<file path="config.mk">
export PLATFORM = sky130hd
export DESIGN_NAME = hex_and_text_frame_receiver
export DESIGN_NICKNAME = d
export VERILOG_FILES = /design/src/rtl/hatfr_pkg.sv /design/src/rtl/hex_and_text_frame_receiver.sv /design/src/rtl/hatfr_ctrl.sv /design/src/rtl/hatfr_dpath.sv
export SDC_FILE = /design/constraint.sdc
export NUM_CORES = 1
export LEC_CHECK = 0
export BUFFER_PORTS_ARGS = -buffer_cell sky130_fd_sc_hd__buf_2
export CAP_MARGIN = 5
export CORE_AREA = 2 2 288 290
export DETAILED_ROUTE_END_ITERATION = 10
export DIE_AREA = 0 0 290 292
export HOLD_SLACK_MARGIN = 0.15
export PLACE_DENSITY_LB_ADDON = 0.1
export SLEW_MARGIN = 10
export SYNTH_ARGS = -nofsm -noshare
export SYNTH_HDL_FRONTEND = slang
export SYNTH_SLANG_ARGS = --single-unit
</file>
<file path="constraint.sdc">
create_clock -name clk_i -period 5.5 [get_ports clk_i]
set_input_delay 0.55 -clock clk_i [delete_from_list [all_inputs] [get_ports clk_i]]
set_output_delay 0.55 -clock clk_i [all_outputs]
set_load 0.05 [all_outputs]
</file>
<file path="src/rtl/hatfr_pkg.sv">
// Package for the hex and text frame receiver.
// Holds sizes, byte codes, register indexes, reset values and the
// controller/datapath interface structs; it depends on nothing else.
`timescale 1ns / 1ps

package hatfr_pkg;

  localparam int PAYLOAD_MAX   = 32;
  localparam int CAPTURE_BYTES = 36;
  localparam int LINE_BYTES    = 64;

  localparam int DATA_W     = 8;
  localparam int LEN_W      = 6;
  localparam int TICK_W     = 16;
  localparam int CFG_IDX_W  = 8;
  localparam int CFG_DATA_W = 16;

  localparam int CAP_AW  = $clog2(CAPTURE_BYTES);
  localparam int CAP_CW  = $clog2(CAPTURE_BYTES + 1);
  localparam int LINE_AW = $clog2(LINE_BYTES);

  localparam logic [DATA_W-1:0] CH_CR = 8'd13;
  localparam logic [DATA_W-1:0] CH_LF = 8'd10;

  localparam int FIXED_FRAME_BYTES = 5;
  localparam int EMPTY_FRAME_BYTES = 4;
  localparam int FRAME_OVERHEAD    = 4;

  localparam logic [CFG_IDX_W-1:0] REG_FRAME_HEAD   = 8'd0;
  localparam logic [CFG_IDX_W-1:0] REG_FRAME_TAIL   = 8'd1;
  localparam logic [CFG_IDX_W-1:0] REG_CAPTURE_TOUT = 8'd2;
  localparam logic [CFG_IDX_W-1:0] REG_LINE_TOUT    = 8'd3;

  localparam logic [DATA_W-1:0] FRAME_HEAD_RST   = 8'd165;
  localparam logic [DATA_W-1:0] FRAME_TAIL_RST   = 8'd90;
  localparam logic [TICK_W-1:0] CAPTURE_TOUT_RST = 16'd50;
  localparam logic [TICK_W-1:0] LINE_TOUT_RST    = 16'd100;

  localparam logic [1:0] BASE_LINE  = 2'd0;
  localparam logic [1:0] BASE_FIXED = 2'd1;
  localparam logic [1:0] BASE_VAR   = 2'd2;

  localparam logic SRC_FRAME = 1'b0;
  localparam logic SRC_LINE  = 1'b1;

  typedef struct packed {
    logic accept;
    logic load;
  } cmd_t;

  typedef struct packed {
    logic emit;
    logic last_item;
  } status_t;

endpackage

</file>
<file path="src/rtl/hex_and_text_frame_receiver.sv">
// Top level of the hex and text frame receiver.
// Instantiates hatfr_ctrl and hatfr_dpath; uses hatfr_pkg.
`timescale 1ns / 1ps

// After an input transfer that causes no result, the next item can be taken
// in the following cycle. A transfer that ends a frame or a line holds the
// input stalled while its burst of N result items is sent: each item passes
// through ST_READ for the registered store read and ST_SEND for loading the
// output register, and ST_SEND waits while the output is stalled. The last
// item may still wait in the output register while the next input transfer
// is taken. Configuration writes are always ready; indexes beyond the four
// registers are ignored.
module hex_and_text_frame_receiver (
  input  logic                             clk_i,
  input  logic                             rst_ni,
  input  logic                             cfg_valid_i,
  output logic                             cfg_ready_o,
  input  logic [hatfr_pkg::CFG_IDX_W-1:0]  cfg_index_i,
  input  logic [hatfr_pkg::CFG_DATA_W-1:0] cfg_data_i,
  input  logic                             in_valid_i,
  output logic                             in_stall_o,
  input  logic                             in_kind_i,
  input  logic [hatfr_pkg::DATA_W-1:0]     in_rx_byte_i,
  output logic                             out_valid_o,
  input  logic                             out_stall_i,
  output logic                             out_source_o,
  output logic [hatfr_pkg::DATA_W-1:0]     out_data_byte_o,
  output logic [hatfr_pkg::LEN_W-1:0]      out_burst_length_o,
  output logic                             out_empty_frame_o,
  output logic                             out_last_o
);
  import hatfr_pkg::*;

  cmd_t    cmd;
  status_t status;

  assign cfg_ready_o = 1'b1;

  hatfr_ctrl u_ctrl (
    .clk_i       (clk_i),
    .rst_ni      (rst_ni),
    .in_valid_i  (in_valid_i),
    .in_stall_o  (in_stall_o),
    .out_valid_o (out_valid_o),
    .out_stall_i (out_stall_i),
    .status_i    (status),
    .cmd_o       (cmd)
  );

  hatfr_dpath u_dpath (
    .clk_i              (clk_i),
    .rst_ni             (rst_ni),
    .cfg_valid_i        (cfg_valid_i),
    .cfg_index_i        (cfg_index_i),
    .cfg_data_i         (cfg_data_i),
    .in_kind_i          (in_kind_i),
    .in_rx_byte_i       (in_rx_byte_i),
    .out_source_o       (out_source_o),
    .out_data_byte_o    (out_data_byte_o),
    .out_burst_length_o (out_burst_length_o),
    .out_empty_frame_o  (out_empty_frame_o),
    .out_last_o         (out_last_o),
    .cmd_i              (cmd),
    .status_o           (status)
  );

endmodule

</file>
<file path="src/rtl/hatfr_ctrl.sv">
// Controller state machine of the hex and text frame receiver.
// Sequences input transfers and burst output; uses hatfr_pkg.
`timescale 1ns / 1ps

module hatfr_ctrl (
  input  logic              clk_i,
  input  logic              rst_ni,
  input  logic              in_valid_i,
  output logic              in_stall_o,
  output logic              out_valid_o,
  input  logic              out_stall_i,
  input  hatfr_pkg::status_t status_i,
  output hatfr_pkg::cmd_t    cmd_o
);
  import hatfr_pkg::*;

  typedef enum logic [1:0] {
    ST_IDLE,
    ST_READ,
    ST_SEND
  } state_e;

  state_e state_q;
  logic   out_valid_q;
  logic   accept;
  logic   load;

  assign accept = in_valid_i && (state_q == ST_IDLE);
  assign load   = (state_q == ST_SEND) && (!out_valid_q || !out_stall_i);

  assign in_stall_o   = (state_q != ST_IDLE);
  assign out_valid_o  = out_valid_q;
  assign cmd_o.accept = accept;
  assign cmd_o.load   = load;

  always_ff @(posedge clk_i or negedge rst_ni) begin
    if (!rst_ni) begin
      state_q     <= ST_IDLE;
      out_valid_q <= 1'b0;
    end else begin
      if (load) begin
        out_valid_q <= 1'b1;
      end else if (!out_stall_i) begin
        out_valid_q <= 1'b0;
      end
      unique case (state_q)
        ST_IDLE: begin
          if (accept && status_i.emit) begin
            state_q <= ST_READ;
          end
        end
        ST_READ: begin
          state_q <= ST_SEND;
        end
        ST_SEND: begin
          if (load) begin
            state_q <= status_i.last_item ? ST_IDLE : ST_READ;
          end
        end
        default: begin
          state_q <= ST_IDLE;
        end
      endcase
    end
  end

endmodule

</file>
<file path="src/rtl/hatfr_dpath.sv">
// Datapath of the hex and text frame receiver: configuration registers,
// capture and line stores, frame checks, timeout counter and output register.
// Uses hatfr_pkg and is driven by hatfr_ctrl.
`timescale 1ns / 1ps

module hatfr_dpath (
  input  logic                           clk_i,
  input  logic                           rst_ni,
  input  logic                           cfg_valid_i,
  input  logic [hatfr_pkg::CFG_IDX_W-1:0]  cfg_index_i,
  input  logic [hatfr_pkg::CFG_DATA_W-1:0] cfg_data_i,
  input  logic                           in_kind_i,
  input  logic [hatfr_pkg::DATA_W-1:0]     in_rx_byte_i,
  output logic                           out_source_o,
  output logic [hatfr_pkg::DATA_W-1:0]     out_data_byte_o,
  output logic [hatfr_pkg::LEN_W-1:0]      out_burst_length_o,
  output logic                           out_empty_frame_o,
  output logic                           out_last_o,
  input  hatfr_pkg::cmd_t                 cmd_i,
  output hatfr_pkg::status_t              status_o
);
  import hatfr_pkg::*;

  logic [DATA_W-1:0] frame_head_q, frame_tail_q;
  logic [TICK_W-1:0] cap_tout_q, line_tout_q;

  logic              capturing_q, capturing_d;
  logic [CAP_CW-1:0] cap_cnt_q, cap_cnt_d;
  logic [LINE_AW-1:0] line_cnt_q, line_cnt_d;
  logic [TICK_W-1:0] idle_q, idle_d, idle_inc;
  logic [DATA_W-1:0] len_q, len_d, b2_q, b2_d, b3_q, b3_d, sum_q, sum_d, prev_q;

  logic [DATA_W-1:0] cap_mem [CAPTURE_BYTES];
  logic [DATA_W-1:0] line_mem [LINE_BYTES];
  logic [DATA_W-1:0] cap_rdata_q, line_rdata_q;
  logic              cap_we, line_we;
  logic [CAP_AW-1:0] cap_wa;
  logic [CAP_AW-1:0] cap_ra;

  logic              emit, emit_empty, emit_src;
  logic [1:0]        emit_base;
  logic [LEN_W-1:0]  emit_len;
  logic              src_q, empty_q;
  logic [1:0]        base_q;
  logic [LEN_W-1:0]  blen_q, idx_q;
  logic              last_item;

  logic [8:0] cnt9, ncnt9, len9;
  logic       is_tail;

  always_ff @(posedge clk_i or negedge rst_ni) begin
    if (!rst_ni) begin
      frame_head_q <= FRAME_HEAD_RST;
      frame_tail_q <= FRAME_TAIL_RST;
      cap_tout_q   <= CAPTURE_TOUT_RST;
      line_tout_q  <= LINE_TOUT_RST;
    end else if (cfg_valid_i) begin
      unique case (cfg_index_i)
        REG_FRAME_HEAD:   frame_head_q <= cfg_data_i[DATA_W-1:0];
        REG_FRAME_TAIL:   frame_tail_q <= cfg_data_i[DATA_W-1:0];
        REG_CAPTURE_TOUT: cap_tout_q   <= cfg_data_i;
        REG_LINE_TOUT:    line_tout_q  <= cfg_data_i;
        default: begin
        end
      endcase
    end
  end

  assign cnt9     = 9'(cap_cnt_q);
  assign ncnt9    = 9'(cap_cnt_q) + 9'd1;
  assign len9     = 9'(len_q);
  assign is_tail  = (in_rx_byte_i == frame_tail_q);
  assign idle_inc = (idle_q == {TICK_W{1'b1}}) ? idle_q : idle_q + 1'b1;

  always_comb begin
    capturing_d = capturing_q;
    cap_cnt_d   = cap_cnt_q;
    line_cnt_d  = line_cnt_q;
    idle_d      = idle_q;
    len_d       = len_q;
    b2_d        = b2_q;
    b3_d        = b3_q;
    sum_d       = sum_q;
    cap_we      = 1'b0;
    cap_wa      = '0;
    line_we     = 1'b0;
    emit        = 1'b0;
    emit_empty  = 1'b0;
    emit_src    = SRC_FRAME;
    emit_base   = BASE_LINE;
    emit_len    = '0;
    if (in_kind_i) begin
      idle_d = idle_inc;
      if (capturing_q && (idle_inc > cap_tout_q)) begin
        capturing_d = 1'b0;
        cap_cnt_d   = '0;
      end
      if ((line_cnt_q != '0) && (idle_inc > line_tout_q)) begin
        emit       = 1'b1;
        emit_src   = SRC_LINE;
        emit_len   = LEN_W'(line_cnt_q);
        line_cnt_d = '0;
      end
    end else begin
      idle_d = '0;
      if (capturing_q) begin
        if (cap_cnt_q >= CAP_CW'(CAPTURE_BYTES)) begin
          capturing_d = 1'b0;
          cap_cnt_d   = '0;
        end else begin
          cap_we    = 1'b1;
          cap_wa    = cap_cnt_q[CAP_AW-1:0];
          cap_cnt_d = cap_cnt_q + 1'b1;
          if (cnt9 == 9'd1) len_d = in_rx_byte_i;
          if (cnt9 == 9'd2) b2_d = in_rx_byte_i;
          if (cnt9 == 9'd3) b3_d = in_rx_byte_i;
          if ((cnt9 >= 9'd2) && (cnt9 <= len9 + 9'd1)) begin
            sum_d = sum_q + in_rx_byte_i;
          end
          if ((ncnt9 == 9'(FIXED_FRAME_BYTES)) && is_tail &&
              ((len_q + b2_q) == b3_q)) begin
            emit        = 1'b1;
            emit_base   = BASE_FIXED;
            emit_len    = LEN_W'(2);
            capturing_d = 1'b0;
            cap_cnt_d   = '0;
          end else if ((ncnt9 == 9'(EMPTY_FRAME_BYTES)) && (len_q == '0)) begin
            if ((b2_q == '0) && is_tail) begin
              emit        = 1'b1;
              emit_empty  = 1'b1;
              capturing_d = 1'b0;
              cap_cnt_d   = '0;
            end
          end else if ((ncnt9 == 9'(FIXED_FRAME_BYTES)) && (len_q == 8'd1)) begin
            if (is_tail && (b2_q == b3_q)) begin
              emit        = 1'b1;
              emit_base   = BASE_VAR;
              emit_len    = LEN_W'(1);
              capturing_d = 1'b0;
              cap_cnt_d   = '0;
            end
          end else if (ncnt9 > 9'(FIXED_FRAME_BYTES)) begin
            if (len_q > DATA_W'(PAYLOAD_MAX)) begin
              capturing_d = 1'b0;
              cap_cnt_d   = '0;
            end else if (ncnt9 == len9 + 9'(FRAME_OVERHEAD)) begin
              if (is_tail && (sum_q == prev_q)) begin
                emit      = 1'b1;
                emit_base = BASE_VAR;
                emit_len  = len_q[LEN_W-1:0];
              end
              capturing_d = 1'b0;
              cap_cnt_d   = '0;
            end
          end
        end
      end else if (in_rx_byte_i == frame_head_q) begin
        cap_we      = 1'b1;
        cap_wa      = '0;
        cap_cnt_d   = CAP_CW'(1);
        capturing_d = 1'b1;
        sum_d       = '0;
      end else if ((in_rx_byte_i == CH_CR) || (in_rx_byte_i == CH_LF)) begin
        if (line_cnt_q != '0) begin
          emit       = 1'b1;
          emit_src   = SRC_LINE;
          emit_len   = LEN_W'(line_cnt_q);
          line_cnt_d = '0;
        end
      end else if (line_cnt_q < LINE_AW'(LINE_BYTES - 1)) begin
        line_we    = 1'b1;
        line_cnt_d = line_cnt_q + 1'b1;
      end
    end
  end

  always_ff @(posedge clk_i or negedge rst_ni) begin
    if (!rst_ni) begin
      capturing_q <= 1'b0;
      cap_cnt_q   <= '0;
      line_cnt_q  <= '0;
      idle_q      <= '0;
      src_q       <= SRC_FRAME;
      empty_q     <= 1'b0;
      base_q      <= BASE_LINE;
      blen_q      <= '0;
      idx_q       <= '0;
    end else begin
      if (cmd_i.accept) begin
        capturing_q <= capturing_d;
        cap_cnt_q   <= cap_cnt_d;
        line_cnt_q  <= line_cnt_d;
        idle_q      <= idle_d;
        if (emit) begin
          src_q   <= emit_src;
          empty_q <= emit_empty;
          base_q  <= emit_base;
          blen_q  <= emit_len;
          idx_q   <= '0;
        end
      end else if (cmd_i.load) begin
        idx_q <= idx_q + 1'b1;
      end
    end
  end

  always_ff @(posedge clk_i) begin
    if (cmd_i.accept) begin
      len_q  <= len_d;
      b2_q   <= b2_d;
      b3_q   <= b3_d;
      sum_q  <= sum_d;
      if (!in_kind_i) begin
        prev_q <= in_rx_byte_i;
      end
    end
  end

  assign cap_ra = CAP_AW'(base_q) + CAP_AW'(idx_q);

  always_ff @(posedge clk_i) begin
    if (cmd_i.accept && cap_we) begin
      cap_mem[cap_wa] <= in_rx_byte_i;
    end
    cap_rdata_q <= cap_mem[cap_ra];
  end

  always_ff @(posedge clk_i) begin
    if (cmd_i.accept && line_we) begin
      line_mem[line_cnt_q] <= in_rx_byte_i;
    end
    line_rdata_q <= line_mem[LINE_AW'(idx_q)];
  end

  assign last_item = empty_q || ((idx_q + 1'b1) == blen_q);

  always_ff @(posedge clk_i) begin
    if (cmd_i.load) begin
      out_source_o       <= src_q;
      out_data_byte_o    <= empty_q ? '0 : (src_q ? line_rdata_q : cap_rdata_q);
      out_burst_length_o <= empty_q ? '0 : blen_q;
      out_empty_frame_o  <= empty_q;
      out_last_o         <= last_item;
    end
  end

  assign status_o.emit      = emit;
  assign status_o.last_item = last_item;

endmodule

</file>
After elaboration in Yosys (flattened, before gate mapping) --
Memories as Yosys holds them, arrays and structs flattened. A register that Yosys moved wholly into a read port is not among the register bits. Index checks and enable logic that the tools add are counted. Widths: inputs -> output; s select.
Operators by class: $add $sub $neg 10, multiply operators 0, div/mod/pow operators 0, magnitude comparators 8, equality and inequality tests 32, shift operators 0, muxes and demuxes 113, bitwise operators 2, reductions and logical operators 45
Operators with widths (number):
- $mux 6 | 40
- $mux 1 | 52
- $eq 8x8->1 | 5
- $mux 8 | 5
- $gt 16x16->1 | 2
- $mux 16 | 2
- $mux 2 | 13
- $logic_not 8->1 | 3
- $reduce_and 5->1 | 4
- $add 6x1->6 const B | 3
- $eq 9x3->1 const B | 2
- $reduce_and 2->1 | 9
- $add 16x1->16 const B | 1
- $add 8x8->8 | 2
- $eq 16x16->1 const B | 1
- $eq 8x1->1 const B | 2
- $eq 8x2->1 const B | 2
- $eq 8x4->1 const B | 2
- $logic_and 1x1->1 | 15
- $eq 6x2->1 const B | 2
- $ne 2x1->1 const B | 5
- $ne 2x2->1 const B | 5
- $add 8x1->9 const B | 1
- $add 8x3->9 const B | 1
- other kinds (24) | 31
Storage, ports and cells: register bits after elaboration 153, bits in latches 0, memory bits (writable) 800, ROM bits 0, output and inout bits 20, word-level logic and storage cells 237, memories kept 2
Memories:
- u_dpath.line_mem | words 64, bits a word 8, read ports 1, clocked after Yosys merged registers in 1, write ports 1, line hatfr_dpath.sv:34 | logic [DATA_W-1:0] line_mem [LINE_BYTES];
- u_dpath.cap_mem | words 36, bits a word 8, read ports 1, clocked after Yosys merged registers in 1, write ports 1, line hatfr_dpath.sv:33 | logic [DATA_W-1:0] cap_mem [CAPTURE_BYTES];

Depth between registers and ports, before layout --
Gate-level depths: netlist of the first run.
depth in word-level cells 15, depth in mapped cells 18, mapped depth without buffers 16

Modules after synthesis --
From an unflattened synthesis of the first run, not the netlist that was laid out.
Unflattened totals: cell total of the unflattened synthesis 2249, area, all modules 40775.4 µm²
Modules (own cells, without submodules):
- hatfr_dpath | instances 1, cells each 2230, area an instance 40605.2 µm²
- hatfr_ctrl | instances 1, cells each 17, area an instance 158.9 µm²
- hex_and_text_frame_receiver | instances 1, cells each 2, area an instance 11.3 µm²

Least setup slack after synthesis of the first run --
No wires, ideal clock.
path kind reg2reg, from register u_dpath.idle_q[6], to register u_dpath.blen_q[1], setup time 127 ps, data arrival time 3747 ps, data required time 5373 ps, slack 1625 ps, cell stages (with the launch flop) 19, path buffers 3, path through dfrtp_1 > clkbuf_1 > and4_1 > nand3_1 > nor3_1 > nand4_1 > clkbuf_1 > nand4_1 > xnor2_1 > ha_1 > a21oi_1 > o21ai_0 > a2111oi_0 > a32oi_1 > and2_1 > nand2_1 > nor2_4 > buf_6 > mux2_1
On the way: longest elaborated chain between the ends 7, elaborated cells between the ends (all ways) 10, those cells by class add/sub: 1; order compare: 1; eq/ne: 1; mux: 5; reduce/logical: 2
RTL lines:
- start: declaration | line hatfr_dpath.sv:30 | logic [TICK_W-1:0] idle_q, idle_d, idle_inc;
- start signal: assignment | line hatfr_dpath.sv:193 | idle_q <= idle_d;
- $add 16x1->16 / $eq 16x16->1 (equally long branches) | line hatfr_dpath.sv:73 | assign idle_inc = (idle_q == {TICK_W{1'b1}}) ? idle_q : idle_q + 1'b1;
- $mux 16 (*) | line hatfr_dpath.sv:73
- $gt 16x16->1 (*) | line hatfr_dpath.sv:98 | if ((line_cnt_q != '0) && (idle_inc > line_tout_q)) begin
- $logic_and 1x1->1 (*) | line hatfr_dpath.sv:98
- $mux 1 | line hatfr_dpath.sv:98
- $mux 1 | line hatfr_dpath.sv:92 | if (in_kind_i) begin
- $reduce_and 2->1 (no source line)
- end signal: assignment | line hatfr_dpath.sv:198 | blen_q <= emit_len;
- end: declaration | line hatfr_dpath.sv:45 | logic [LEN_W-1:0] blen_q, idx_q;
Every way passes the cells marked *; elsewhere a longest branch is shown, timed or not. A chain may end at the register's enable or synchronous reset.

Final worst setup path of the first run --
from register u_dpath.idle_q[6], to register u_dpath.blen_q[5]
The elaborated chain is that of the path after synthesis.

==> metrics.md, run 1 <==
| Metric | Value |
|---|---|
| Final worst slack | `0.8333 ns` |
| Fill cell count | `6210` |
| Clock skew | `0.01523 ns` |
| Die height | `292 um` |
| Drt drc | `0` |
| DP Worst Slack | `0.5798 ns` |
| Clock latency on the worst-skew pair | `0.65 ns` |
| Worst path slowest cell | `dfrtp_1` |
| Vias | `20680` |
| # port buffers | `56` |
| Final hold vios | `0` |
| Most common cell after layout, fill and taps aside | `edfxtp_1` |
| Post-synthesis register bit count | `969` |
| Max Fclk | `0.2143 GHz` |
| Ranking of synthesized cells by area | `edfxtp_1, mux4_2, dfrtp_1` |
| Wire per inst | `27.09 um` |
| Clock transition at the registers of the reported paths | `0.06 ns` |
| Longest Clk Path Bufs | `3` |
| RD Place Congestion | `0.8651` |
| Post-cts resize count | `0` |
| Fraction of layout cells with a size suffix above 1 | `24.07%` |
| Syn_area_per_cell | `18.37 sq um` |
| Pwr dens | `444.9 mW/mm^2` |
| Register area share after synthesis | `70.28%` |
| Die area | `0.08468 sq mm` |
| Core region area | `0.08158 sq mm` |
| Area growth, synth to finish | `12.15%` |
| CP cell instances | `and4_1 > nand3_1 > nor3_1 > nand4_1 > buf_4 > nand2b_1 > nor2_1 > xor2_1 > ha_1 > nand2_1 > nor4_1 > o21ai_0 > a32oi_1 > and2_1 > nand2_1 > nor2_4 > mux2_2` |
| Internal power | `0.01445 W` |
| Clock power frac | `33.4%` |
| First-pass GRT wire length | `139600 um` |
| Net Sw Power | `0.005766 W` |
| FF-to-FF Start | `u_dpath.idle_q[6]` |
| Normalized max-slew margin | `20.61%` |
| Worst path arrival time | `5.20 ns` |
| Final-stage net count | `2416` |
| Max-Cap Viols | `0` |
| Hold_sp | `cfg_data_i[14]` |
| Worst path bufs/invs | `1` |
| TritonCTS clock tree | `done` |
| Tcrit/Tclk final | `84.85%` |
| Final wirelength | `93720 um` |
| Multi-input gate area in the final layout | `0.01145 sq mm` |
| Die extent in x | `290 um` |
| CP delay by family, top | `simple AND/OR/NAND/NOR gates` |
| Worst hold stages | `2` |
| Drt via density | `5.977` |
| Post-synth ARST share | `9.907%` |
| Syn nets | `2314` |
| Post-Syn Area | `0.04052 sq mm` |
| Final worst path period need | `4.667 ns` |
| Worst vdd ir | `0.0002677 V` |
| Crit Path Category | `register to register` |
| IO Pins | `58` |
| Overflow after GRT | `0` |
| Unrepaired setup endpoints after global routing | `false` |
| Worst path most repeated cell | `nand2_1` |
| Worst path required time | `6.03 ns` |
| CTS Root Cell | `clkbuf_16` |
| Detailed placer's ending HPWL | `60440 um` |
| Reg2Reg Setup Slack | `0.83 ns` |
| Max stage delay on crit path | `0.47 ns` |
| Leak pwr | `15.08 nW` |
| Slew Limit Fails | `0` |
| Worst-Margin Slew | `1.185 ns` |
| Antenna viol nets, final | `0` |
| Starting Density | `49.66%` |
| FF+latch area | `0.02848 sq mm` |
| Worst setup SP type | `register` |
| Setup Viol. Count Final | `0` |
| Clock sink count | `969` |
| Setup TNS | `0 ns` |
| H-tree depth | `3` |
| Result of the run | `finished clean` |
| Number of synthesized flops with an enable pin | `857` |
| R2R depth | `17` |
| Leading area contributor after synthesis | `edfxtp_1` |
| Cells after Synth | `2205` |
| Top cell type's share of synthesized area | `63.52%` |
| Logic pwr share | `23.7%` |
| Initial antenna violation count | `2` |
| Max FO, Critical Path | `14` |
| Num rows | `105` |
| Worst Hold End | `u_dpath.line_tout_q[14]` |
| Num CTS Buffers | `102` |
| DR iter-0 viols | `1829` |
| Pin count of the biggest net entering global routing | `98` |
| Cell variety after synth | `73` |
| Sw Ratio | `28.52%` |
| Total iterations of the first detailed-routing run | `5` |
| Vias in the first global route | `21090` |
| Hold Path Class | `input port to register` |
| Tot GR Track Use | `22.45%` |
| Predominant post-synthesis flop cell | `edfxtp_1` |
| Commonest non-fill, non-tap cells in the layout | `edfxtp_1, mux4_2, nor2_1, clkbuf_16, dfrtp_1` |
| Synth Warn # | `0` |
| Seq pwr share | `43.0%` |
| Setup crit end kind | `register` |
| Crit Reg-Reg Endpoint | `u_dpath.blen_q[5]` |
[per-stage QoR]
step	total power, W	util (%)	instance area, sq um	std cells	hold slack, ns
6_report	0.02021	55.69	45440	3460	0.1978
5_1_grt	0.02100	55.69	45430	3459	0.1667
4_1_cts	0.02039	55.67	45420	3457	0.1507
3_5_place_dp	0.01366	51.57	42070	3263	0.4939
3_3_place_gp	0.01362	51.57	42070	3263	0.4930
2_1_floorplan	0.01196	-	40520	2205	0.2544
[routing by layer]
| layer | track usage [%] | routed length [um] | up-vias |
|---|---|---|---|
| met1 | 32.73 | 41230 | 10830 |
| met2 | 34.49 | 43410 | 670 |
| li1 | - | - | 9035 |
| met3 | 4.864 | 6822 | 138 |
| met4 | 6.352 | 2227 | 4 |
| met5 | 0 | 27 | - |
[how the worst max path moves through the flow]
stage,startpoint,end,depth (start not counted)
detailed placement,u_dpath.idle_q[6],u_dpath.blen_q[5],16
global placement,u_dpath.idle_q[0],u_dpath.blen_q[5],16
global route,u_dpath.idle_q[6],u_dpath.blen_q[5],17
floorplan,u_dpath.idle_q[6],u_dpath.blen_q[1],18
finish,u_dpath.idle_q[6],u_dpath.blen_q[5],17
CTS,u_dpath.idle_q[6],u_dpath.blen_q[5],16
[sequential cells by signal, indices dropped and copies added (netlist names), 16 cells and up]
register             flops
u_dpath.cap_mem        288
u_dpath.cap_tout_q      16
u_dpath.line_tout_q     16
u_dpath.idle_q          16
u_dpath.line_mem       512
[synth_stat cells, types with 8 or more instances]
cell type	n
edfxtp_1	857
mux4_2	256
nor2_1	168
dfrtp_1	82
ha_1	68
inv_1	63
xnor2_1	62
nand2_1	60
clkbuf_1	54
mux2_2	53
nand3_1	50
o21ai_0	42
a21oi_1	41
buf_1	34
xor2_1	27
nand4_1	26
mux2i_1	25
nor3_1	21
nor2b_1	18
dfxtp_1	16
dfstp_2	14
and3_1	12
nand2b_1	10
a21o_1	9
a22o_1	9
nor4_1	9
o21a_1	9
a31oi_1	8
[logic make-up (layout without fill, tap and decap cells)]
kind of cell               Yosys count  after routing  share of synthesized area (%)
xor gates and xnor gates            90             90                          1.979
AOI/OAI and AO/OA                  162            162                          2.563
muxes                              338            338                          16.44
adders and majority gates           71             71                          2.248
buffers and inverters              161            345                          1.556
other                                1              2                       0.009256
and+or+nand+nor                    413            413                          4.922
DFF                                969            969                          70.28
[power groups by stage]
stage               clock [W]  sequential, W  combinational [W]
finish                0.00675        0.00868            0.00478
global placement            0        0.00884            0.00478
floorplan                   0        0.00864            0.00332
detailed placement          0        0.00885            0.00481
global route          0.00716        0.00873            0.00510
CTS                   0.00687        0.00869            0.00483
[layout make-up]
class | instances | area share, %
repair buffers | 96 | 1.454
clock buffers | 130 | 5.940
diodes | 1 | 0.005507
flip-flops and latches | 969 | 62.69
well taps | 1070 | 2.946
clock inverters | 56 | 1.253
inverters | 63 | 0.5204
multi-input cells | 1075 | 25.19
[what timing repair did]
action / CTS / global route
hold buffers: 8 / 0
hold endpoints to repair: 51 / 0
buffers inserted: 0 / 2
endpoints found under the setup margin: 0 / 7
No activity file was read; power rests on OpenSTA's default activity.
==> run 2: changes to the inputs <==
--- a/config.mk
+++ b/config.mk
@@ -5,11 +5,12 @@
 export SDC_FILE = /design/constraint.sdc
 export NUM_CORES = 1
 export LEC_CHECK = 0
+export ABC_AREA = 1
 export BUFFER_PORTS_ARGS = -buffer_cell sky130_fd_sc_hd__buf_2
 export CAP_MARGIN = 5
-export CORE_AREA = 2 2 288 290
+export CORE_AREA = 2 2 294 296
 export DETAILED_ROUTE_END_ITERATION = 10
-export DIE_AREA = 0 0 290 292
+export DIE_AREA = 0 0 296 298
 export HOLD_SLACK_MARGIN = 0.15
 export PLACE_DENSITY_LB_ADDON = 0.1
 export SLEW_MARGIN = 10
==> constraint.sdc (replaced) <==
create_clock -name clk_i -period 3.75 [get_ports clk_i]
set_input_delay 0.375 -clock clk_i [delete_from_list [all_inputs] [get_ports clk_i]]
set_output_delay 0.375 -clock clk_i [all_outputs]
set_load 0.05 [all_outputs]
==> run 2 against run 1 <==
Compared with the run above: the run now ends with setup timing left; setup slack got worse by 1.1 ns; clock power increased by 51%; die area increased by 4.2%; sequential power increased by 44%; global-route usage increased by 3.8 points; sequential cell count unchanged; sequential share of layout area decreased by 5.2 points; largest cell class unchanged.
==> metrics.md, run 2 <==
| Metric | Value |
|---|---|
| Result of the run | `complete, but fails checks` |
| Failing checks | `setup timing` |
| Predominant post-synthesis flop cell | `edfxtp_1` |
| Hold Path Class | `input port to register` |
| Post-Syn Area | `0.04206 sq mm` |
| Longest Clk Path Bufs | `3` |
| Worst path required time | `4.13 ns` |
| Die area | `0.08821 sq mm` |
| Commonest non-fill, non-tap cells in the layout | `edfxtp_1, nor2_1, nand2_1, o21ai_0, inv_1` |
| R2R depth | `30` |
| Leading area contributor after synthesis | `edfxtp_1` |
| Max stage delay on crit path | `0.41 ns` |
| Post-synthesis register bit count | `969` |
| Worst hold stages | `4` |
| Top Registers | `u_dpath.line_mem x512, u_dpath.cap_mem x288` |
| Vias in the first global route | `28390` |
| Final worst path period need | `3.990 ns` |
| Number of synthesized flops with an enable pin | `857` |
| Net Sw Power | `0.009705 W` |
| Final worst slack | `-0.2401 ns` |
| DR iter-0 viols | `3023` |
| Worst Hold End | `u_dpath.blen_q[1]` |
| Post-synth ARST share | `9.907%` |
| Reg2Reg Setup Slack | `-0.24 ns` |
| Antenna viol nets, final | `0` |
| Vias | `28920` |
| Overflow after GRT | `0` |
| # port buffers | `56` |
| Syn_area_per_cell | `11.87 sq um` |
| H-tree depth | `3` |
| Initial antenna violation count | `2` |
| Unrepaired setup endpoints after global routing | `true` |
| Num rows | `107` |
| Clock skew | `0.03445 ns` |
| Worst vdd ir | `0.0003659 V` |
| Cell variety after synth | `57` |
| Worst path slowest cell | `dfrtp_1` |
| Worst path arrival time | `4.37 ns` |
| Die height | `298 um` |
| # diodes | `0` |
| Clock transition at the registers of the reported paths | `0.06 ns` |
| Drt drc | `0` |
| Max reg flops | `512` |
| Ranking of synthesized cells by area | `edfxtp_1, nor2_1, dfrtp_1` |
| Most common cell after layout, fill and taps aside | `edfxtp_1` |
| Worst-Margin Slew | `1.072 ns` |
| Hold_sp | `in_kind_i` |
| Core region area | `0.08488 sq mm` |
| Crit Path Category | `register to register` |
| IO Pins | `58` |
| Clock latency on the worst-skew pair | `0.68 ns` |
| FF-to-FF Start | `u_dpath.idle_q[1]` |
| Cells after Synth | `3544` |
| Seq pwr share | `41.6%` |
| Clock sink count | `969` |
| CP Launch Point | `u_dpath.idle_q[1]` |
| Crit Reg-Reg Endpoint | `u_dpath.line_mem[27][1]` |
| Tot GR Track Use | `26.26%` |
| Num CTS Buffers | `100` |
| Setup Viol. Count Final | `512` |
| RD Place Congestion | `0.9320` |
| Synth Warn # | `0` |
| Pwr dens | `607.5 mW/mm^2` |
| Wire per inst | `23.07 um` |
| Most common cell in the synthesized netlist | `edfxtp_1` |
| Leak pwr | `17.77 nW` |
| Logic pwr share | `24.6%` |
| First-pass GRT wire length | `173500 um` |
| Worst setup SP type | `register` |
| Fraction of layout cells with a size suffix above 1 | `16.53%` |
| Starting Density | `49.55%` |
| Final wirelength | `116000 um` |
| Internal power | `0.02038 W` |
| Final-stage net count | `3907` |
| Detailed placer's ending HPWL | `76940 um` |
| Register area share after synthesis | `67.70%` |
| Final hold vios | `0` |
| Reg with most FFs | `u_dpath.line_mem` |
| Die extent in x | `296 um` |
| Syn nets | `3653` |
| Max FO, Critical Path | `8` |
| Sw Ratio | `32.26%` |
| Clock power frac | `33.9%` |
| CTS Root Cell | `clkbuf_16` |
| Pwr Total | `0.03008 W` |
| Normalized max-slew margin | `28.36%` |
| Top cell type's share of synthesized area | `61.19%` |
| TritonCTS clock tree | `done` |
| Pin count of the biggest net entering global routing | `155` |
| Setup TNS | `-84.61 ns` |
| Tcrit/Tclk final | `106.4%` |
| Area growth, synth to finish | `17.72%` |
| Slew Limit Fails | `0` |
| Setup crit end kind | `register` |
| Drt via density | `5.751` |
| Synth top cells by count | `edfxtp_1, nor2_1, nand2_1` |
| Max-Cap Viols | `0` |
| Total iterations of the first detailed-routing run | `6` |
| Max Fclk | `0.2506 GHz` |
-- run 2: power groups by stage --
stage	logic (W)	registers [W]	clock network [W]
floorplan	0.00441	0.0127	0
global placement	0.00705	0.0127	0
detailed placement	0.00708	0.0127	0
CTS	0.00719	0.0125	0.0103
global route	0.00795	0.0125	0.0108
finish	0.00739	0.0125	0.0102
-- run 2: repair_timing --
item                       in CTS  in global routing
setup endpoints to repair     527                541
resized for setup              56                105
hold buffers                   21                  0
gates cloned                    0                  1
hold endpoints to repair      125                  0
pin swaps                       6                 16
buffers inserted                8                  6
-- run 2: final cells by class --
| type | instances | area, sq um |
|---|---|---|
| fill | 6922 | 35370 |
| timing repair buffer | 325 | 2711 |
| clock buffer | 124 | 2674 |
| clock inverter | 64 | 733.2 |
| sequential | 969 | 28480 |
| multi-input combinational | 2171 | 12600 |
| inverter | 231 | 882.1 |
| tap | 1144 | 1431 |
-- run 2: critical path: cells and delay by family, from the launching register on --
kind,cells,cell delay (ns)
and+or+nand+nor,18,1.62
buffers and inverters,8,1.02
adders and majority gates,2,0.49
DFF,1,0.41
xor gates and xnor gates,1,0.07
AOI/OAI and AO/OA,1,0.07
-- run 2: worst max-delay path by stage --
| stage | slack (ns) | endpoint | depth (start not counted) |
|---|---|---|---|
| 2_1_floorplan | -0.14 | u_dpath.line_mem[48][0] | 27 |
| 3_3_place_gp | -0.45 | u_dpath.line_mem[26][2] | 31 |
| 3_5_place_dp | -0.44 | u_dpath.line_mem[18][2] | 27 |
| 4_1_cts | -0.25 | u_dpath.line_mem[36][4] | 28 |
| 5_1_grt | -0.43 | u_dpath.line_mem[35][0] | 26 |
| 6_report | -0.24 | u_dpath.line_mem[27][1] | 30 |
-- run 2: kinds of logic after synthesis --
group	count (synthesis)	share of synthesized area [%]
and+or+nand+nor	1312	13.20
DFF	969	67.70
AOI/OAI and AO/OA	623	9.421
buffers and inverters	404	3.751
muxes	113	2.689
adders and majority gates	71	2.166
xor gates and xnor gates	51	1.062
other	1	0.008916
-- run 2: stage by stage --
step	utilization [%]	cells	hold slack, ns	area, sq um	setup WS, ns
floorplan	-	3544	0.07941	42170	-0.1414
global placement	53.13	4804	0.4689	45100	-0.4504
detailed placement	53.13	4804	0.4739	45100	-0.4379
CTS	57.72	5021	0.1638	48990	-0.2455
global route	58.33	5028	0.1768	49510	-0.4311
finish	58.33	5028	0.1801	49510	-0.2401
-- run 2: layer usage --
metal  global-route usage (%)  part of all wire [%]  vias to the layer above
met2                    43.82                    49                     1135
li1                         -                     -                    13340
met5                        0                 0.019                        -
met3                    4.043                   6.9                      220
met1                    35.46                    41                    14220
met4                    8.117                   3.1                        4
